## config.mk

```make
export PLATFORM = sky130hd
export DESIGN_NAME = proof_frame_parser
export DESIGN_NICKNAME = d
export VERILOG_FILES = /design/src/rtl/core/pfp_pkg.sv /design/src/rtl/core/proof_frame_parser.sv /design/src/rtl/core/pfp_front.sv /design/src/rtl/core/pfp_fifo.sv /design/src/rtl/core/pfp_back.sv
export VERILOG_INCLUDE_DIRS = /design/src /design/src/rtl/core
export SDC_FILE = /design/constraint.sdc
export NUM_CORES = 1
export LEC_CHECK = 0
export CORE_MARGIN = 2
export CORE_UTILIZATION = 55
export DETAILED_ROUTE_END_ITERATION = 8
export DONT_BUFFER_PORTS = 1
export HOLD_SLACK_MARGIN = 0.12
export PLACE_DENSITY = 0.7
export SYNTH_ARGS = -nofsm -noshare
export SYNTH_HDL_FRONTEND = slang
export SYNTH_SLANG_ARGS = --single-unit
export TNS_END_PERCENT = 10
```

## constraint.sdc

```tcl
create_clock -name clk_i -period 5 [get_ports clk_i]
set_clock_uncertainty 0.05 [all_clocks]
set_input_delay 0.5 -clock clk_i [delete_from_list [all_inputs] [get_ports clk_i]]
set_output_delay 0.5 -clock clk_i [all_outputs]
set_load 0.03 [all_outputs]
```

## src/rtl/core/proof_frame_parser_assert.svh

```systemverilog
// ----------------------------------------------------------------------------
// Proof frame parser assertion macros
// Concurrent checks on clk_i; they compile away under SYNTHESIS.
// ----------------------------------------------------------------------------
`ifndef PROOF_FRAME_PARSER_ASSERT_SVH
`define PROOF_FRAME_PARSER_ASSERT_SVH

`ifndef SYNTHESIS
// check that is switched off while reset is asserted
`define PFP_ASSERT(label, prop) \
  label: assert property (@(posedge clk_i) disable iff (!rst_ni) (prop)) \
    else $error("%m: check failed");
// check that also runs while reset is asserted
`define PFP_ASSERT_NR(label, prop) \
  label: assert property (@(posedge clk_i) (prop)) \
    else $error("%m: check failed");
`else
`define PFP_ASSERT(label, prop)
`define PFP_ASSERT_NR(label, prop)
`endif

`endif

```

## src/rtl/core/pfp_pkg.sv

```systemverilog
// ----------------------------------------------------------------------------
// Proof frame parser package
// Item types, field tags, error codes and frame layout constants.
// ----------------------------------------------------------------------------
package pfp_pkg;

  // frame layout
  localparam logic [15:0] TENANT_LIMIT   = 16'd64;
  localparam logic [15:0] PROVIDER_LIMIT = 16'd64;
  localparam int unsigned PATH_DEPTH     = 256;
  localparam int unsigned HASH_BYTES     = 32;
  localparam int unsigned PATH_BYTES     = PATH_DEPTH * HASH_BYTES;
  localparam int unsigned CNT_W          = $clog2(PATH_BYTES);

  // queue between front and back
  localparam int unsigned QUEUE_DEPTH = 2;
  localparam int unsigned QPTR_W      = $clog2(QUEUE_DEPTH);
  localparam int unsigned QCNT_W      = $clog2(QUEUE_DEPTH + 1);

  // field tags
  localparam logic [2:0] KIND_NONE     = 3'd0;
  localparam logic [2:0] KIND_CKPT     = 3'd1;
  localparam logic [2:0] KIND_TENANT   = 3'd2;
  localparam logic [2:0] KIND_PROVIDER = 3'd3;
  localparam logic [2:0] KIND_SEQ      = 3'd4;
  localparam logic [2:0] KIND_HEAD     = 3'd5;
  localparam logic [2:0] KIND_PATH     = 3'd6;

  // error codes
  localparam logic [3:0] ERR_NONE          = 4'd0;
  localparam logic [3:0] ERR_TRUNCATED     = 4'd1;
  localparam logic [3:0] ERR_MAGIC         = 4'd2;
  localparam logic [3:0] ERR_VERSION       = 4'd3;
  localparam logic [3:0] ERR_TENANT_LEN    = 4'd4;
  localparam logic [3:0] ERR_TENANT_ZERO   = 4'd5;
  localparam logic [3:0] ERR_PROVIDER_LEN  = 4'd6;
  localparam logic [3:0] ERR_PROVIDER_ZERO = 4'd7;
  localparam logic [3:0] ERR_TOO_LONG      = 4'd8;
  localparam logic [3:0] ERR_SEQ_ZERO      = 4'd9;

  // input item
  typedef struct packed {
    logic [7:0] wire_byte;
    logic       end_of_frame;
  } pfp_in_t;

  // result item
  typedef struct packed {
    logic [2:0]  field_kind;
    logic [7:0]  byte_value;
    logic [63:0] word_value;
    logic        frame_done;
    logic        frame_ok;
    logic [3:0]  error_code;
  } pfp_out_t;

  // classified byte passed from front to back
  typedef struct packed {
    logic [7:0] wire_byte;
    logic [2:0] kind;
    logic       shift;
    logic       eof;
    logic [3:0] err;
  } pfp_tok_t;

  // 8-byte frame magic "AIMWPRF1"
  function automatic logic [7:0] magic_byte(input logic [2:0] idx);
    logic [7:0] val;
    unique case (idx)
      3'd0: val = 8'h41;
      3'd1: val = 8'h49;
      3'd2: val = 8'h4D;
      3'd3: val = 8'h57;
      3'd4: val = 8'h50;
      3'd5: val = 8'h52;
      3'd6: val = 8'h46;
      3'd7: val = 8'h31;
      default: val = 8'h00;
    endcase
    return val;
  endfunction

endpackage

```

## src/rtl/core/proof_frame_parser.sv

```systemverilog
// ----------------------------------------------------------------------------
// Proof frame parser: byte-serial frame checker with one result per byte
// Path: each byte is written into the queue and then into the output register, where its result is offered.
// Throughput: one byte per cycle while the queue is not full, set by the combinational front-end phase walk.
// Reset: asynchronous, active low; the parser restarts at the frame magic.
// ----------------------------------------------------------------------------
`include "proof_frame_parser_assert.svh"

module proof_frame_parser (
  input  logic              clk_i,
  input  logic              rst_ni,
  input  logic              in_valid_i,
  output logic              in_stall_o,
  input  pfp_pkg::pfp_in_t  in_item_i,
  output logic              out_valid_o,
  input  logic              out_stall_i,
  output pfp_pkg::pfp_out_t out_item_o
);
  import pfp_pkg::*;

  pfp_tok_t push_tok, pop_tok;
  logic     push_valid, q_full, q_valid, q_pop;
  logic     out_seq, out_err;

  // classification and checks
  pfp_front u_front (
    .clk_i       (clk_i),
    .rst_ni      (rst_ni),
    .in_valid_i  (in_valid_i),
    .in_stall_o  (in_stall_o),
    .in_item_i   (in_item_i),
    .tok_valid_o (push_valid),
    .tok_full_i  (q_full),
    .tok_o       (push_tok)
  );

  // decoupling queue
  pfp_fifo u_fifo (
    .clk_i   (clk_i),
    .rst_ni  (rst_ni),
    .push_i  (push_valid),
    .data_i  (push_tok),
    .full_o  (q_full),
    .pop_i   (q_pop),
    .valid_o (q_valid),
    .data_o  (pop_tok)
  );

  // word assembly and output register
  pfp_back u_back (
    .clk_i       (clk_i),
    .rst_ni      (rst_ni),
    .tok_valid_i (q_valid),
    .tok_i       (pop_tok),
    .tok_pop_o   (q_pop),
    .out_valid_o (out_valid_o),
    .out_stall_i (out_stall_i),
    .out_item_o  (out_item_o)
  );

  // offered results by class
  assign out_seq = out_valid_o && (out_item_o.field_kind == KIND_SEQ);
  assign out_err = out_valid_o && (out_item_o.error_code != ERR_NONE);

  // the queue only fills up behind a held result
  `PFP_ASSERT(a_full_needs_held_out, in_stall_o |-> out_valid_o)
  // a completed sequence word is never zero
  `PFP_ASSERT(a_seq_nonzero, out_seq |-> out_item_o.word_value != 64'd0)
  // an error result carries no tag and no pass verdict
  `PFP_ASSERT(a_err_masks, out_err |-> out_item_o.field_kind == KIND_NONE && !out_item_o.frame_ok)
  // nothing is offered right after reset
  `PFP_ASSERT_NR(a_reset_quiet, !rst_ni |=> !out_valid_o)

endmodule

```

## src/rtl/core/pfp_front.sv

```systemverilog
// ----------------------------------------------------------------------------
// Proof frame parser front end
// Tracks the frame layout byte by byte, runs the header and name checks,
// latches the first error and tags each byte for the back end.
// ----------------------------------------------------------------------------
module pfp_front (
  input  logic             clk_i,
  input  logic             rst_ni,
  input  logic             in_valid_i,
  output logic             in_stall_o,
  input  pfp_pkg::pfp_in_t in_item_i,
  output logic             tok_valid_o,
  input  logic             tok_full_i,
  output pfp_pkg::pfp_tok_t tok_o
);
  import pfp_pkg::*;

  typedef enum logic [3:0] {
    PH_MAGIC,
    PH_VERSION,
    PH_CKPT,
    PH_TLEN,
    PH_TENANT,
    PH_PLEN,
    PH_PROVIDER,
    PH_SEQ,
    PH_HEAD,
    PH_PATH,
    PH_DONE
  } phase_e;

  phase_e           phase_q, phase_d;
  logic [CNT_W-1:0] cnt_q, cnt_d;
  logic [7:0]       hi_q, hi_d;
  logic [15:0]      name_len_q, name_len_d;
  logic             seq_nz_q, seq_nz_d;
  logic [3:0]       err_q, err_d;

  logic [7:0]  b;
  logic        eof;
  logic        push;
  logic [15:0] len_val;
  logic [15:0] limit;
  logic [3:0]  err_new;
  logic [2:0]  kind;
  logic        shift;

  assign b    = in_item_i.wire_byte;
  assign eof  = in_item_i.end_of_frame;
  assign push = in_valid_i && !tok_full_i;

  assign len_val = {hi_q, b};
  assign limit   = (phase_q == PH_TLEN) ? TENANT_LIMIT : PROVIDER_LIMIT;

  // per-byte phase walk and checks
  always_comb begin
    phase_d    = phase_q;
    cnt_d      = cnt_q;
    hi_d       = hi_q;
    name_len_d = name_len_q;
    seq_nz_d   = seq_nz_q;
    err_new    = ERR_NONE;
    kind       = KIND_NONE;
    shift      = 1'b0;
    if (err_q == ERR_NONE) begin
      unique case (phase_q)
        PH_MAGIC: begin
          if (b != magic_byte(cnt_q[2:0])) begin
            err_new = ERR_MAGIC;
          end else if (cnt_q == CNT_W'(7)) begin
            phase_d = PH_VERSION;
            cnt_d   = '0;
          end else begin
            cnt_d = cnt_q + CNT_W'(1);
          end
        end
        PH_VERSION: begin
          if (cnt_q == '0) begin
            hi_d  = b;
            cnt_d = CNT_W'(1);
          end else begin
            if (len_val != 16'd1) err_new = ERR_VERSION;
            else phase_d = PH_CKPT;
            cnt_d = '0;
          end
        end
        PH_CKPT: begin
          shift = 1'b1;
          if (cnt_q == CNT_W'(7)) begin
            kind    = KIND_CKPT;
            phase_d = PH_TLEN;
            cnt_d   = '0;
          end else begin
            cnt_d = cnt_q + CNT_W'(1);
          end
        end
        PH_TLEN, PH_PLEN: begin
          if (cnt_q == '0) begin
            hi_d  = b;
            cnt_d = CNT_W'(1);
          end else begin
            if (len_val == 16'd0 || len_val > limit) begin
              err_new = (phase_q == PH_TLEN) ? ERR_TENANT_LEN : ERR_PROVIDER_LEN;
            end else begin
              name_len_d = len_val;
              phase_d    = (phase_q == PH_TLEN) ? PH_TENANT : PH_PROVIDER;
            end
            cnt_d = '0;
          end
        end
        PH_TENANT, PH_PROVIDER: begin
          if (b == 8'd0) begin
            err_new = (phase_q == PH_TENANT) ? ERR_TENANT_ZERO : ERR_PROVIDER_ZERO;
          end else begin
            kind       = (phase_q == PH_TENANT) ? KIND_TENANT : KIND_PROVIDER;
            name_len_d = name_len_q - 16'd1;
            if (name_len_q == 16'd1) begin
              phase_d = (phase_q == PH_TENANT) ? PH_PLEN : PH_SEQ;
              cnt_d   = '0;
            end
          end
        end
        PH_SEQ: begin
          shift = 1'b1;
          if (cnt_q == CNT_W'(7)) begin
            if (!(seq_nz_q || (b != 8'd0))) begin
              err_new = ERR_SEQ_ZERO;
            end else begin
              kind    = KIND_SEQ;
              phase_d = PH_HEAD;
            end
            cnt_d    = '0;
            seq_nz_d = 1'b0;
          end else begin
            cnt_d    = cnt_q + CNT_W'(1);
            seq_nz_d = seq_nz_q || (b != 8'd0);
          end
        end
        PH_HEAD: begin
          kind = KIND_HEAD;
          if (cnt_q == CNT_W'(HASH_BYTES - 1)) begin
            phase_d = PH_PATH;
            cnt_d   = '0;
          end else begin
            cnt_d = cnt_q + CNT_W'(1);
          end
        end
        PH_PATH: begin
          kind = KIND_PATH;
          if (cnt_q == CNT_W'(PATH_BYTES - 1)) begin
            phase_d = PH_DONE;
            cnt_d   = '0;
          end else begin
            cnt_d = cnt_q + CNT_W'(1);
          end
        end
        default: begin
          err_new = ERR_TOO_LONG;
        end
      endcase
    end

    // first error wins; end of frame short of the last path byte is truncation
    err_d = (err_q != ERR_NONE) ? err_q : err_new;
    if (eof && err_d == ERR_NONE && phase_d != PH_DONE) err_d = ERR_TRUNCATED;
    if (err_d != ERR_NONE) begin
      kind  = KIND_NONE;
      shift = 1'b0;
    end
  end

  // tagged byte toward the queue
  assign tok_valid_o    = in_valid_i;
  assign in_stall_o     = tok_full_i;
  assign tok_o.wire_byte = b;
  assign tok_o.kind      = kind;
  assign tok_o.shift     = shift;
  assign tok_o.eof       = eof;
  assign tok_o.err       = err_d;

  // parse state; end of frame returns everything to the start
  always_ff @(posedge clk_i or negedge rst_ni) begin
    if (!rst_ni) begin
      phase_q    <= PH_MAGIC;
      cnt_q      <= '0;
      hi_q       <= '0;
      name_len_q <= '0;
      seq_nz_q   <= 1'b0;
      err_q      <= ERR_NONE;
    end else if (push) begin
      if (eof) begin
        phase_q    <= PH_MAGIC;
        cnt_q      <= '0;
        hi_q       <= '0;
        name_len_q <= '0;
        seq_nz_q   <= 1'b0;
        err_q      <= ERR_NONE;
      end else begin
        phase_q    <= phase_d;
        cnt_q      <= cnt_d;
        hi_q       <= hi_d;
        name_len_q <= name_len_d;
        seq_nz_q   <= seq_nz_d;
        err_q      <= err_d;
      end
    end
  end

endmodule

```

## src/rtl/core/pfp_fifo.sv

```systemverilog
// ----------------------------------------------------------------------------
// Proof frame parser item queue
// Short register queue that decouples the front end from the back end.
// ----------------------------------------------------------------------------
module pfp_fifo (
  input  logic              clk_i,
  input  logic              rst_ni,
  input  logic              push_i,
  input  pfp_pkg::pfp_tok_t data_i,
  output logic              full_o,
  input  logic              pop_i,
  output logic              valid_o,
  output pfp_pkg::pfp_tok_t data_o
);
  import pfp_pkg::*;

  pfp_tok_t          mem_q [QUEUE_DEPTH];
  logic [QPTR_W-1:0] wr_q, rd_q;
  logic [QCNT_W-1:0] cnt_q;
  logic              do_push, do_pop;

  assign full_o  = (cnt_q == QCNT_W'(QUEUE_DEPTH));
  assign valid_o = (cnt_q != '0);
  assign data_o  = mem_q[rd_q];
  assign do_push = push_i && !full_o;
  assign do_pop  = pop_i && valid_o;

  // storage
  always_ff @(posedge clk_i) begin
    if (do_push) mem_q[wr_q] <= data_i;
  end

  // pointers and fill count
  always_ff @(posedge clk_i or negedge rst_ni) begin
    if (!rst_ni) begin
      wr_q  <= '0;
      rd_q  <= '0;
      cnt_q <= '0;
    end else begin
      if (do_push) begin
        wr_q <= (wr_q == QPTR_W'(QUEUE_DEPTH - 1)) ? '0 : wr_q + QPTR_W'(1);
      end
      if (do_pop) begin
        rd_q <= (rd_q == QPTR_W'(QUEUE_DEPTH - 1)) ? '0 : rd_q + QPTR_W'(1);
      end
      if (do_push && !do_pop) cnt_q <= cnt_q + QCNT_W'(1);
      else if (do_pop && !do_push) cnt_q <= cnt_q - QCNT_W'(1);
    end
  end

endmodule

```

## src/rtl/core/pfp_back.sv

```systemverilog
// ----------------------------------------------------------------------------
// Proof frame parser back end
// Assembles the big-endian 64-bit words, formats each result item and holds
// it in the output register.
// ----------------------------------------------------------------------------
module pfp_back (
  input  logic              clk_i,
  input  logic              rst_ni,
  input  logic              tok_valid_i,
  input  pfp_pkg::pfp_tok_t tok_i,
  output logic              tok_pop_o,
  output logic              out_valid_o,
  input  logic              out_stall_i,
  output pfp_pkg::pfp_out_t out_item_o
);
  import pfp_pkg::*;

  logic [55:0] acc_q, acc_d;
  logic        out_valid_q;
  pfp_out_t    out_q, out_d;
  logic        pop;
  logic        word_done;
  logic        byte_kind;
  logic [63:0] word_full;

  assign pop       = tok_valid_i && (!out_valid_q || !out_stall_i);
  assign tok_pop_o = pop;

  assign word_full = {acc_q, tok_i.wire_byte};
  assign word_done = (tok_i.kind == KIND_CKPT) || (tok_i.kind == KIND_SEQ);
  assign byte_kind = (tok_i.kind == KIND_TENANT) || (tok_i.kind == KIND_PROVIDER) ||
                     (tok_i.kind == KIND_HEAD) || (tok_i.kind == KIND_PATH);

  // word assembly: cleared when a word completes or the frame ends
  always_comb begin
    acc_d = acc_q;
    if (tok_i.eof || word_done) acc_d = '0;
    else if (tok_i.shift) acc_d = word_full[55:0];
  end

  // result formatting
  always_comb begin
    out_d.field_kind = tok_i.kind;
    out_d.byte_value = byte_kind ? tok_i.wire_byte : 8'd0;
    out_d.word_value = word_done ? word_full : 64'd0;
    out_d.frame_done = tok_i.eof;
    out_d.frame_ok   = tok_i.eof && (tok_i.err == ERR_NONE);
    out_d.error_code = tok_i.err;
  end

  // control state and accumulator
  always_ff @(posedge clk_i or negedge rst_ni) begin
    if (!rst_ni) begin
      out_valid_q <= 1'b0;
      acc_q       <= '0;
    end else begin
      if (pop) begin
        out_valid_q <= 1'b1;
        acc_q       <= acc_d;
      end else if (!out_stall_i) begin
        out_valid_q <= 1'b0;
      end
    end
  end

  // output payload
  always_ff @(posedge clk_i) begin
    if (pop) out_q <= out_d;
  end

  assign out_valid_o = out_valid_q;
  assign out_item_o  = out_q;

endmodule
```

==> Word level (Yosys, flattened, before mapping) <==
Memory sizes are Yosys's and may differ from the RTL's.
Index checks and enable logic that the tools add are counted.
Widths: inputs -> output; s select.
{ "op_classes": {"addsub": 6, "order_cmp": 1, "n_eq_ne": 29, "n_mux": 78, "n_reduce_logical": 50} }
{ "ops": {"columns": ["op", "n"], "rows": [
  ["$mux 56", 2],
  ["$mux 13", 8],
  ["$mux 4", 25],
  ["$mux 16", 5],
  ["$pmux 13 s6", 1],
  ["$mux 8", 6],
  ["$pmux 16 s2", 1],
  ["$pmux 4 s8", 1],
  ["$pmux 4 s6", 1],
  ["$eq 16x1->1 const B", 1],
  ["$eq 4x3->1 const B", 4],
  ["$gt 16x7->1 const B", 1],
  ["$logic_not 16->1", 1],
  ["$logic_not 4->1", 4],
  ["$mux 1", 16],
  ["$ne 16x1->1 const B", 1],
  ["$sub 16x1->16 const B", 1],
  ["$mux 3", 5],
  ["$pmux 3 s5", 1],
  ["$reduce_bool 2->1", 7],
  ["$add 13x1->13 const B", 1],
  ["$eq 13x13->1 const B", 1],
  ["$eq 13x3->1 const B", 1],
  ["$eq 13x5->1 const B", 1],
  ["31 further kinds", 68]
]} }
{ "totals": {"reg_bits": 188, "ram_bits": 34, "rom_bits": 56, "inputBits": 13, "elab_cells": 183, "memories": 2} }
{ "memory_table": {"columns": ["memory", "words", "word_bits", "rd", "rd_clocked_by_memory_dff", "wr", "line_no", "text"], "rows": [
  ["(no name shown)", 8, 7, 1, 0, 0, "pfp_pkg.sv:69", "unique case (idx)"],
  ["u_fifo.mem_q", 2, 17, 1, 0, 1, "pfp_fifo.sv:17", "pfp_tok_t mem_q [QUEUE_DEPTH];"]
]} }

==> Longest topological paths before layout <==
Gate-level depths: netlist of the first run.
{ "logic_depth": {"word_depth": 14, "depth_mapped": 11, "ltp_nobuf": 10} }

==> Modules after synthesis <==
Synthesis of the first run repeated with hierarchy kept, for this count alone.
{ "unflattened": {"cells_unflattened": 889, "hier_area_um2": 10740.3} }
{ "by_module_without_submodules": {"columns": ["module", "instances", "cells_each", "area_each_um2"], "rows": [
  ["pfp_back", 1, 373, 5627.9],
  ["pfp_front", 1, 444, 3634.7],
  ["pfp_fifo", 1, 72, 1477.7]
]} }

==> Least setup slack after synthesis of the first run <==
Ideal clock, no wire load.
{ "synth_timing": {"kind": "reg2reg", "start": "reg u_back.out_valid_q, in the netlist u_back.out_valid_o", "end": "reg u_back.acc_q[52]", "setup_time_ps": 135, "arrival_time_ps": 3287, "t_required_ps": 4815, "path_slack_ps": 1528, "path_stages_with_launch": 9, "n_path_buf": 2, "synth_period_minus_slack_ps": 3472, "path_cell_list": "dfrtp_1 -> nand2_1 -> o21ai_0 -> inv_1 -> o21ai_1 -> buf_2 -> clkbuf_1 -> nand2_1 -> o21ai_0"} }
{ "synth_between": {"elab_chain_len": 4} }
{ "synth_lines": {"columns": ["element", "line_no", "text"], "rows": [
  ["from (decl)", "pfp_back.sv:19", "logic out_valid_q;"],
  ["from (signal assigned)", "pfp_back.sv:54", "out_valid_q <= 1'b0;"],
  ["from (signal assigned)", "pfp_back.sv:58", "out_valid_q <= 1'b1;"],
  ["from (signal assigned)", "pfp_back.sv:61", "out_valid_q <= 1'b0;"],
  ["$logic_not 1->1", "pfp_back.sv:26", "assign pop = tok_valid_i && (!out_valid_q || !out_stall_i);"],
  ["$logic_or 1x1->1", "pfp_back.sv:26", null],
  ["$logic_and 1x1->1", "pfp_back.sv:26", null],
  ["named net q_pop", "proof_frame_parser.sv:22", "logic push_valid, q_full, q_valid, q_pop;"],
  ["$reduce_and 2->1 (no source line)", null, null],
  ["to (signal assigned)", "pfp_back.sv:55", "acc_q <= '0;"],
  ["to (signal assigned)", "pfp_back.sv:59", "acc_q <= acc_d;"],
  ["to (decl)", "pfp_back.sv:18", "logic [55:0] acc_q, acc_d;"]
]} }
The timed path passes the listed nets, and every way through them passes these cells.
A chain may end at the register's enable or synchronous reset.

==> Final worst setup path of the first run <==
{ "layout_timing": {"start": "reg u_fifo.rd_q", "end": "reg u_back.acc_q[46]"} }
{ "layout_between": {"elab_chain_len": 6, "word_cells_on_any_way": 8, "classes_between": "eq/ne (2); mux (1); reduce/logical (4); memory (1)"} }
{ "layout_lines": {"columns": ["element", "line_no", "text"], "rows": [
  ["from (decl)", "pfp_fifo.sv:18", "logic [QPTR_W-1:0] wr_q, rd_q;"],
  ["from (signal assigned)", "pfp_fifo.sv:44", "rd_q <= (rd_q == QPTR_W'(QUEUE_DEPTH - 1)) ? '0 : rd_q + QPTR_W'(1);"],
  ["$mem_v2 2x17 (*)", null, null],
  ["$eq 3x1->1 or $eq 3x3->1 (tied branches)", "pfp_back.sv:30", "assign word_done = (tok_i.kind == KIND_CKPT) || (tok_i.kind == KIND_SEQ);"],
  ["$logic_or 1x1->1", "pfp_back.sv:30", null],
  ["$logic_or 1x1->1", "pfp_back.sv:37", "if (tok_i.eof || word_done) acc_d = '0;"],
  ["$reduce_bool 2->1 (no source line)", null, null],
  ["$reduce_and 2->1 (no source line)", null, null]
]} }
Every way passes the cells marked *; elsewhere a longest branch is shown, timed or not.

==> out/qor.txt, run 1 <==
Fin Hold WS -> 0.132 ns
CP top delay family -> buffers and inverters
CP max stage delay -> 0.66 ns
Met1 Usage GRT -> 30.9%
# clock sinks -> 222
DRT Pass-1 Iters -> 6
Synth Flop Type -> edfxtp_1
Chip Width -> 139 um
Routing usage on met3 -> 4.39%
Port bufs -> 0
Die area -> 19300 sq um
Synth area leaders -> edfxtp_1 34%, dfrtp_1 27%, nand2_1 5.2%
Relative slew slack -> 20.6%
Starting Density -> 55.9%
Crit path from -> u_fifo.rd_q$_DFFE_PN0P_
Dpl cells -> 1100
Peak VDD IR -> 0.000513 V
Register bit total from synthesis -> 222
Placer's final routability congestion estimate -> 0.910
DR vias/cell -> 6.10
Slew @ Worst Pin -> 1.19 ns
CP cell instances -> buf_4 > mux2i_1 > xor2_4 > nand2_1 > nand2b_1 > o21ai_4 > buf_4 > o21ai_0
# Post-CTS Setup Buffers -> 0
Worst min-delay path category -> in -> reg
Avg Cell Area, Syn -> 10.9 sq um
Core Footprint -> 18000 sq um
Yosys top cell by area -> edfxtp_1
Initial antenna violation count -> 0
Post-layout util -> 61.8%
Synth Net Count -> 941
DRC -> 0
Fraction of layout cells with a size suffix above 1 -> 8.52%
Min cycle time layout -> 3.94 ns
Cells after Synth -> 919
Post-synth EDFFs -> 115
CP bufs+invs -> 2
Final Slew Violations -> 0
Die height -> 139 um
FMAX -> 0.254 GHz
Largest net degree at the start of global routing -> 108
First-pass GRT wire length -> 35.9 mm
Post-synthesis sequential area ratio -> 61.1%
Mapped Area -> 10000 sq um
Tcrit/Tclk final -> 78.8%
Routed len/inst -> 19.1 um
Area grow syn2layout -> 10.7%
RSZ-0062 raised after global routing -> no
FF-to-FF setup slack -> 1.06 ns
Worst hold start -> in_item_i[4]
Leakage -> 4.51 nW
Total power -> 7.25 mW
Post-Layout Cell Count -> 1156
Number of CTS-inserted buffers -> 24
Top-area cell type share of the netlist area -> 34.4%
Power per cell area -> 652 nW/um^2
CTS max path bufs -> 3
DP HPWL -> 13.8 mm
Drt total wl -> 22.1 mm
Vias in the first global route -> 6732
Cts repair resizes -> 0
Clock transition at the registers of the reported paths -> 0.06 ns
Routed via count -> 7057
Number of distinct library cells after synthesis -> 67
Slowest cell on crit path -> o21ai_4
Final #Nets -> 931
R2R Path Start -> u_fifo.rd_q$_DFFE_PN0P_
CP max FO -> 78
TNS Setup -> 0 ns
H-Tree Depth -> 1
Leading cell type in the layout, fill and taps excluded -> nand2_1
GR Util All Layers -> 22.7%
Setup violators final -> 0
Outcome -> finished, final reports clean
Synth Warn # -> 0
Crit Path Category -> reg -> reg
Most frequent cells in the layout -> 138 x nand2_1, 115 x edfxtp_1, 107 x dfrtp_1
Most frequent cell on the critical path -> buf_4
Number of max-cap violations -> 0
ANT cells -> 0
Final hold violations -> 0
Req. time, crit path -> 5.30 ns
# hold bufs at CTS -> 12
Worst setup EP type -> flop
Global routing's busiest layer -> met2
DRT iter0 DRCs -> 698
Skew-Pair Late Insertion Delay -> 0.52 ns
Startpoint Class -> flop
CTS tree -> done
Grt ovf -> 0
Async SR Flop Fraction -> 48.2%
Io pins -> 96
CP arrival -> 4.24 ns
Clk root buf -> clkbuf_16
Met2 GRT Util -> 37.8%
Final ANT Viol Nets -> 0
Row cnt -> 49
layer usage:
metal / up-vias / share of wire (%)
li1: 3349 / -
met1: 3437 / 43
met2: 232 / 49
met3: 39 / 6.1
met4: 0 / 2.1
met5: - / 0
worst paths after layout:
path                                                 endpoint  cells after the start
max in group asynchronous        u_back.acc_q[46]$_DFFE_PN0P_                      2
min reg2reg                      u_back.acc_q[52]$_DFFE_PN0P_                      2
min in group asynchronous  u_front.name_len_q[11]$_DFFE_PN0P_                      2
max                              u_back.acc_q[46]$_DFFE_PN0P_                      8
min                         u_front.name_len_q[3]$_DFFE_PN0P_                      2
max reg2reg                      u_back.acc_q[46]$_DFFE_PN0P_                      8
flip-flops by register name (all words and copies together), names as in the netlist, 2 cells and up:
name and count:
u_front.name_len_q 16, u_front.hi_q 8, u_back.out_item_o 81, u_fifo.mem_q 34, u_front.cnt_q 13, u_front.phase_q 4, u_fifo.cnt_q 2, u_back.acc_q 56
u_front.err_q 4
worst register-to-register path, delay by kind of cell, from the launching register on:
family                    cells  cell delay, ns
muxes                         1            0.51
xor gates and xnor gates      1            0.21
AOI/OAI and AO/OA             2            0.94
buffers and inverters         2            0.95
and+or+nand+nor               2            0.57
DFF                           1            0.54
cell usage after synthesis, drive strengths merged (4+ instances only):
master and number:
a21oi 30, a22o 4, a31o 8, a31oi 10, and2 4, and3 64, buf 14, clkbuf 41
dfrtp 107, edfxtp 115, ha 9, inv 22, mux2 6, mux2i 13, nand2 138, nand2b 5
nand3 14, nand4 4, nand4b 5, nor2 51, nor2b 13, nor3 14, nor4 20, nor4b 5
o21a 6, o21ai 106, o22ai 4, o31ai 21, or2 4, or3 7, or4 4, xnor2 7
xor2 6
cell type report:
class	count	area, sq um
Clock buffer	32	661
Clock inverter	12	103
Fill cell	1448	6850
Inverter	22	83.8
Multi-Input combinational cell	620	3650
Sequential cell	222	6130
Tap cell	229	287
Timing Repair Buffer	19	190
stage by stage:
step,area [sq um],setup slack (ns)
after floorplan,10000,1.53
after global placement,10200,1.34
after detailed placement,10200,1.09
after CTS,11100,1.07
after global routing,11100,0.678
final,11100,1.06
cell families after synthesis:
family / count (synthesis) / synth area share [%]
simple gates: 360 / 18.3
flops: 222 / 61.1
compound gates: 219 / 13.3
buf+inv: 77 / 3.05
mux: 19 / 1.97
xor+xnor: 13 / 1.13
fa+ha+maj: 9 / 1.12
where the power goes:
group / switching (mW) / total, mW / internal [mW] / leakage [nW]
logic: 1.41 / 2.02 / 0.608 / 1.56
clock network: 0.714 / 1.70 / 0.984 / 0.373
registers: 0.897 / 3.53 / 2.63 / 2.58
total: 3.02 / 7.25 / 4.22 / 4.51
(Power assumes the default switching activity.)
==> run 2: changes to the inputs <==
ABC_AREA = 1   (was not set)
clock period = 4 ns   (was 5 ns; I/O delays follow)
==> out/qor.txt, run 2 <==
CP max stage delay -> 0.76 ns (was 0.66 ns)
Peak VDD IR -> 0.000680 V (was 0.000513 V)
Met1 Usage GRT -> 31.5% (was 30.9%)
Synth Flop Type -> edfxtp_1 (unchanged)
Avg Cell Area, Syn -> 9.51 sq um (was 10.9 sq um)
Worst min-delay path category -> in -> reg (unchanged)
FMAX -> 0.334 GHz
DP HPWL -> 14.6 mm (was 13.8 mm)
CP max FO -> 19 (was 78)
DRC -> 0 (unchanged)
Register bit total from synthesis -> 222 (unchanged)
Synth Net Count -> 1091 (was 941)
Fin worst setup slack -> 1.01 ns (was 1.06 ns)
ANT cells -> 0 (unchanged)
Final ANT Viol Nets -> 0 (unchanged)
Commonest cells post-synth -> 162 x nor2_1, 144 x inv_1, 143 x nand2_1, 115 x edfxtp_1, 107 x dfrtp_1 (was 138 x nand2_1, 115 x edfxtp_1, 107 x dfrtp_1, 103 x o21ai_0, 64 x and3_1)
RSZ-0062 raised after global routing -> no (unchanged)
Die height -> 140 um (was 139 um)
# fillers -> 1484 (was 1448)
Die area -> 19600 sq um (was 19300 sq um)
Chip Width -> 140 um (was 139 um)
Final #Nets -> 1099 (was 931)
Clock transition at the registers of the reported paths -> 0.06 ns (about the same)
Placer's final routability congestion estimate -> 0.927 (was 0.910)
Slew @ Worst Pin -> 1.12 ns (was 1.19 ns)
Outcome -> finished, final reports clean (unchanged)
CP top delay family -> buffers and inverters (unchanged)
Leading cell type in the layout, fill and taps excluded -> nor2_1 (was nand2_1)
Vias in the first global route -> 6979 (was 6732)
CP cell instances -> dlygate4sd3_1 > inv_1 > buf_4 > a21oi_1 > o21ai_1 > nor3_2 > nand2_1 > inv_2 > nand3_1 > a21oi_1 (was buf_4 > mux2i_1 > xor2_4 > nand2_1 > nand2b_1 > o21ai_4 > buf_4 > o21ai_0)
Initial antenna violation count -> 0 (unchanged)
CTS tree -> done (unchanged)
First-pass GRT wire length -> 36.0 mm (was 35.9 mm)
Count leader, synth -> nor2_1 (was nand2_1)
Routed via count -> 7240 (was 7057)
Startpoint Class -> primary input (was flop)
Post-route design area -> 11200 sq um (was 11100 sq um)
Number of CTS-inserted buffers -> 24 (unchanged)
Post-place instance area -> 10300 sq um (was 10200 sq um)
Number of distinct library cells after synthesis -> 46 (was 67)
Slowest cell on crit path -> dlygate4sd3_1 (was o21ai_4)
Routed len/inst -> 16.6 um (was 19.1 um)
H-Tree Depth -> 1 (unchanged)
Final Slew Violations -> 0 (unchanged)
Req. time, crit path -> 4.39 ns (was 5.30 ns)
Synth Warn # -> 0 (unchanged)
Top-area cell type share of the netlist area -> 34.0% (was 34.4%)
Tcrit/Tclk final -> 74.8%
Starting Density -> 56.4% (was 55.9%)
DRT iter0 DRCs -> 656 (was 698)
Total power -> 9.18 mW (was 7.25 mW)
Port bufs -> 0 (unchanged)
Global routing's busiest layer -> met2 (unchanged)
CP bufs+invs -> 4 (was 2)
DP Worst Slack -> 1.14 ns (was 1.09 ns)
# clock sinks -> 222 (unchanged)
CTS max path bufs -> 3 (unchanged)
Most frequent cells in the layout -> 161 x nor2_1, 143 x inv_1, 143 x nand2_1 (was 138 x nand2_1, 115 x edfxtp_1, 107 x dfrtp_1)
Grt ovf -> 0 (unchanged)
# Post-CTS Setup Buffers -> 0 (unchanged)
Row cnt -> 49 (unchanged)
Leakage -> 4.69 nW (was 4.51 nW)
Yosys top cell by area -> edfxtp_1 (unchanged)
Drt total wl -> 22.0 mm (was 22.1 mm)
Worst setup EP type -> flop (unchanged)
Synth area leaders -> edfxtp_1 34%, dfrtp_1 26%, nor2_1 6.0% (was edfxtp_1 34%, dfrtp_1 27%, nand2_1 5.2%)
Clk root buf -> clkbuf_16 (unchanged)
Min cycle time layout -> 2.99 ns
Core Footprint -> 18000 sq um (about the same)
Met2 GRT Util -> 36.3% (was 37.8%)
Largest net degree at the start of global routing -> 113 (was 108)
Post-synthesis sequential area ratio -> 60.3% (was 61.1%)
Power per cell area -> 817 nW/um^2 (was 652 nW/um^2)
Number of max-cap violations -> 0 (unchanged)
Routing usage on met3 -> 3.97% (was 4.39%)
CP arrival -> 3.39 ns (was 4.24 ns)
Post-synth EDFFs -> 115 (unchanged)
Setup violators final -> 0 (unchanged)
DR vias/cell -> 5.47 (was 6.10)
Crit Path Category -> in -> reg (was reg -> reg)
Skew-Pair Late Insertion Delay -> 0.53 ns (was 0.52 ns)
Final hold violations -> 0 (unchanged)
TNS Setup -> 0 ns (unchanged)
Area grow syn2layout -> 10.5% (was 10.7%)
Fraction of layout cells with a size suffix above 1 -> 7.21% (was 8.52%)
Mapped Area -> 10200 sq um (was 10000 sq um)
Most frequent cell on the critical path -> a21oi_1 (was buf_4)
Io pins -> 96 (unchanged)
Relative slew slack -> 25.1% (was 20.6%)
Cells after Synth -> 1069 (was 919)
GR Util All Layers -> 22.7% (about the same)
DRT Pass-1 Iters -> 5 (was 6)
Async SR Flop Fraction -> 48.2% (unchanged)
Max reg flops -> 81 (unchanged)
==> run 2: cell count changes in the layout (fill, tap and decap cells not counted), moves of 18 or more <==
cell / delta
o31ai_1: -18
nand3_1: +90
inv_1: +124
and3_1: -64
nor2_1: +110
o21ai_0: -24
o21ai_1: +30
==> run 2: path summary, 6_finish.rpt <==
check,startpoint,end,slack [ns],cells past startpoint
setup reg to reg,u_front.phase_q[3]$_DFFE_PN0P_,u_front.cnt_q[12]$_DFFE_PN0P_,1.14,11
max in group asynchronous,rst_ni,u_back.acc_q[49]$_DFFE_PN0P_,3.04,2
min in group asynchronous,rst_ni,u_front.hi_q[2]$_DFFE_PN0P_,0.42,2
setup / recovery,in_item_i[0],u_front.cnt_q[12]$_DFFE_PN0P_,1.01,10
hold reg to reg,u_front.name_len_q[9]$_DFFE_PN0P_,u_front.name_len_q[9]$_DFFE_PN0P_,0.46,2
hold / removal,in_item_i[0],u_front.name_len_q[3]$_DFFE_PN0P_,0.20,3
==> run 2: stage by stage <==
stage | util [%] | hold WS (ns) | std cells
after floorplan | - | 0.0544 | 1069
final | 62.3 | 0.203 | 1324
after global placement | 57.2 | 0.0615 | 1268
after detailed placement | 57.2 | 0.0616 | 1268
after CTS | 62.3 | 0.160 | 1324
after global routing | 62.3 | 0.171 | 1324
==> run 2: layout make-up <==
cell class	instances	area (sq um)	share of cell area, %
Sequential cell	222	6130	54.6
Multi-Input combinational cell	654	3240	28.8
Clock buffer	36	717	6.38
Inverter	154	581	5.17
Tap cell	229	287	2.55
Timing Repair Buffer	21	205	1.83
Clock inverter	8	75.1	0.668
==> run 2: worst reg2reg max path, stage by stage, from the launching register on <==
cell,delay [ns]
dfrtp_1,0.41
inv_2,0.10
nand2_2,0.10
nor2_2,0.49
inv_1,0.35
nand2_1,0.17
nor2_1,0.06
nor3_2,0.14
nand2_1,0.35
inv_2,0.32
nand3_1,0.10
a21oi_1,0.14
==> run 2: cells by family after synthesis <==
logic type	after synthesis	share of synthesized area [%]
compound gates	166	8.92
simple gates	455	19.5
fa+ha+maj	9	1.11
buf+inv	193	7.93
xor+xnor	10	0.861
flops	222	60.3
mux	14	1.40
==> run 2: power breakdown <==
| group | internal, mW | switching, mW | total (mW) |
|---|---|---|---|
| sequential | 3.37 | 1.13 | 4.50 |
| clock | 1.30 | 0.873 | 2.18 |
| combinational | 0.647 | 1.86 | 2.50 |
| total | 5.32 | 3.86 | 9.18 |
==> run 2: per-layer routing <==
metal / wire length, um / part of all wire [%]
met4: 687 / 3.1
met5: 0 / 0
met1: 9690 / 44
met3: 1210 / 5.5
met2: 10500 / 47
==> run 2: repair_timing <==
item,in CTS,in global routing
resized for setup,0,0
hold buffers,12,0
endpoints found under the hold margin,140,0
==> run 3: changes to the inputs <==
ABC_AREA = 0   (was 1)
clock period = 2.8 ns   (was 4 ns; I/O delays follow)
==> out/qor.txt, run 3 (synthesized netlist as in run 1, its figures left out) <==
Post-layout util -> 66.8% (was 62.3%)
Die area -> 19300 sq um (was 19600 sq um)
H-Tree Depth -> 1 (unchanged)
Crit Path Category -> reg -> reg (was in -> reg)
Sw frac -> 40.8% (was 42.1%)
DR vias/cell -> 6.10 (was 5.47)
Chip Width -> 139 um (was 140 um)
Setup violators final -> 10 (was 0)
# fillers -> 1326 (was 1484)
FMAX -> 0.342 GHz
Grt ovf -> 0 (unchanged)
Io pins -> 96 (unchanged)
Core Footprint -> 18000 sq um (about the same)
Routed len/inst -> 19.7 um (was 16.6 um)
Dpl cells -> 1168 (was 1268)
Leading cell type in the layout, fill and taps excluded -> nand2_1 (was nor2_1)
Final #Nets -> 1004 (was 1099)
Outcome -> complete, but fails checks (was finished, final reports clean)
Req. time, crit path -> 3.09 ns (was 4.39 ns)
CP cell instances -> ha_4 > ha_4 > xor2_1 > or3_4 > a2111oi_4 > buf_4 > a31oi_4 > or2_4 > or3_4 > nor3_4 (was dlygate4sd3_1 > inv_1 > buf_4 > a21oi_1 > o21ai_1 > nor3_2 > nand2_1 > inv_2 > nand3_1 > a21oi_1)
CP bufs+invs -> 1 (was 4)
Final hold violations -> 0 (unchanged)
Worst hold start -> in_valid_i (was in_item_i[0])
Placer's final routability congestion estimate -> 0.946 (was 0.927)
Row cnt -> 49 (unchanged)
Total power -> 14.1 mW (was 9.18 mW)
Sw power -> 5.74 mW (was 3.86 mW)
Power per cell area -> 1170 nW/um^2 (was 817 nW/um^2)
TNS Setup -> -0.741 ns (was 0 ns)
Startpoint Class -> flop (was primary input)
Routed via count -> 7486 (was 7240)
Fin Hold WS -> 0.131 ns (was 0.203 ns)
Number of CTS-inserted buffers -> 23 (was 24)
Multi-input gate area -> 3910 sq um (was 3240 sq um)
Slowest cell on crit path -> dfrtp_1 (was dlygate4sd3_1)
CP max stage delay -> 0.42 ns (was 0.76 ns)
CP arrival -> 3.21 ns (was 3.39 ns)
Final ANT Viol Nets -> 0 (unchanged)
Largest net degree at the start of global routing -> 113 (unchanged)
Port bufs -> 0 (unchanged)
Clk root buf -> clkbuf_16 (unchanged)
Worst min-delay path category -> in -> reg (unchanged)
Crit path from -> u_front.cnt_q[1]$_DFFE_PN0P_ (was in_item_i[0])
Peak VDD IR -> 0.000810 V (was 0.000680 V)
Flop pwr share -> 44.4% (was 49.0%)
# clock sinks -> 222 (unchanged)
Fin worst setup slack -> -0.123 ns (was 1.01 ns)
Most frequent cells in the layout -> 137 x nand2_1, 115 x edfxtp_1, 106 x dfrtp_1 (was 161 x nor2_1, 143 x inv_1, 143 x nand2_1)
DRC -> 0 (unchanged)
CTS max path bufs -> 3 (unchanged)
Tcrit/Tclk final -> 104%
Skew-Pair Late Insertion Delay -> 0.51 ns (was 0.53 ns)
Fraction of layout cells with a size suffix above 1 -> 18.7% (was 7.21%)
Die height -> 139 um (was 140 um)
Slew @ Worst Pin -> 1.21 ns (was 1.12 ns)
R2R Path Start -> u_front.cnt_q[1]$_DFFE_PN0P_ (was u_front.phase_q[3]$_DFFE_PN0P_)
Area grow syn2layout -> 19.6% (was 10.5%)
Relative slew slack -> 18.9% (was 25.1%)
Min cycle time layout -> 2.92 ns
Internal power -> 8.33 mW (was 5.32 mW)
Worst setup EP type -> flop (unchanged)
ANT cells -> 0 (unchanged)
Leakage -> 4.95 nW (was 4.69 nW)
First-pass GRT wire length -> 39.0 mm (was 36.0 mm)
Post-Layout Cell Count -> 1228 (was 1324)
Clk pwr share -> 22.9% (was 23.7%)
FF-to-FF setup slack -> -0.12 ns (was 1.14 ns)
Number of max-cap violations -> 0 (unchanged)
DRT Pass-1 Iters -> 8 (was 5)
CP max FO -> 3 (was 19)
GR Util All Layers -> 24.7% (was 22.7%)
CTS tree -> done (unchanged)
DRT iter0 DRCs -> 558 (was 656)
Vias in the first global route -> 7389 (was 6979)
Combinational power share -> 32.7% (was 27.3%)
Initial antenna violation count -> 0 (unchanged)
CP top delay family -> simple AND/OR/NAND/NOR gates (was buffers and inverters)
RSZ-0062 raised after global routing -> yes (was no)
Max reg flops -> 81 (unchanged)
Starting Density -> 55.9% (was 56.4%)
Violated checks -> negative setup slack
DP HPWL -> 15.8 mm (was 14.6 mm)
Register area -> 6130 sq um (about the same)
Drt total wl -> 24.3 mm (was 22.0 mm)
Clock transition at the registers of the reported paths -> 0.06 ns (about the same)
Final Slew Violations -> 0 (unchanged)
-- run 3: cell types whose count changed in the layout (fill, tap and decap cells not counted), moves of 10 or more --
cell,change
inv_1,-125
nor2_1,-110
nand3_1,-91
buf_4,+69
and3_1,+64
o21ai_1,-29
o21ai_0,+22
o31ai_1,+18
nor2b_1,+12
nor4_1,+10
-- run 3: per-layer routing --
layer	share of wire [%]	up-vias	wire, um	track usage [%]
met4	1.8	0	434	6.22
met2	53	289	12700	44.6
met5	0	-	0	0
li1	-	3476	-	-
met3	5.6	45	1360	3.73
met1	40	3676	9710	31.6
-- run 3: timing repair --
action / in CTS / in global routing
setup buffers: 1 / 5
cloned: 0 / 0
pin swaps: 6 / 12
resized for setup: 14 / 32
endpoints found under the setup margin: 25 / 82
endpoints found under the hold margin: 153 / 0
hold buffers: 12 / 0
-- run 3: worst register-to-register path: cells and delay by family, from the launching register on --
kind	cells	cell delay, ns
AOI/OAI and AO/OA	2	0.38
buffers and inverters	1	0.19
adders and majority gates	2	0.34
and+or+nand+nor	4	1.24
xor gates and xnor gates	1	0.13
DFF	1	0.42
-- run 3: power groups by stage --
| stage | clock [mW] | sequential, mW | combinational, mW |
|---|---|---|---|
| final | 3.22 | 6.25 | 4.60 |
| after global routing | 3.39 | 6.33 | 5.07 |
| after CTS | 3.27 | 6.24 | 4.41 |
| after detailed placement | 0 | 6.29 | 4.26 |
| after global placement | 0 | 6.23 | 4.13 |
| after floorplan | 0 | 6.05 | 2.88 |
-- run 3: final timing paths --
path / end / cells after the start
setup / recovery: u_fifo.mem_q[0][6]$_DFFE_PP_ / 10
hold / removal: u_fifo.wr_q$_DFFE_PN0P_ / 2
setup reg to reg: u_fifo.mem_q[0][6]$_DFFE_PP_ / 10
hold reg to reg: u_back.acc_q[48]$_DFFE_PN0P_ / 2
max in group asynchronous: u_back.acc_q[52]$_DFFE_PN0P_ / 2
min in group asynchronous: u_front.hi_q[2]$_DFFE_PN0P_ / 2
-- run 3: final cells by class --
| class | count | area share, % |
|---|---|---|
| inverters | 22 | 0.719 |
| clock inverters | 15 | 1.53 |
| flip-flops and latches | 222 | 51.1 |
| clock buffers | 27 | 5.25 |
| repair buffers | 93 | 6.45 |
| well taps | 229 | 2.39 |
| multi-input cells | 620 | 32.6 |
-- run 3: metrics by stage --
stage / worst slack [ns] / area [sq um]
final: -0.123 / 12000
after global routing: -0.221 / 12000
after CTS: -0.0433 / 11800
after detailed placement: -0.232 / 10800
after global placement: -0.128 / 10800
after floorplan: -0.0334 / 10100
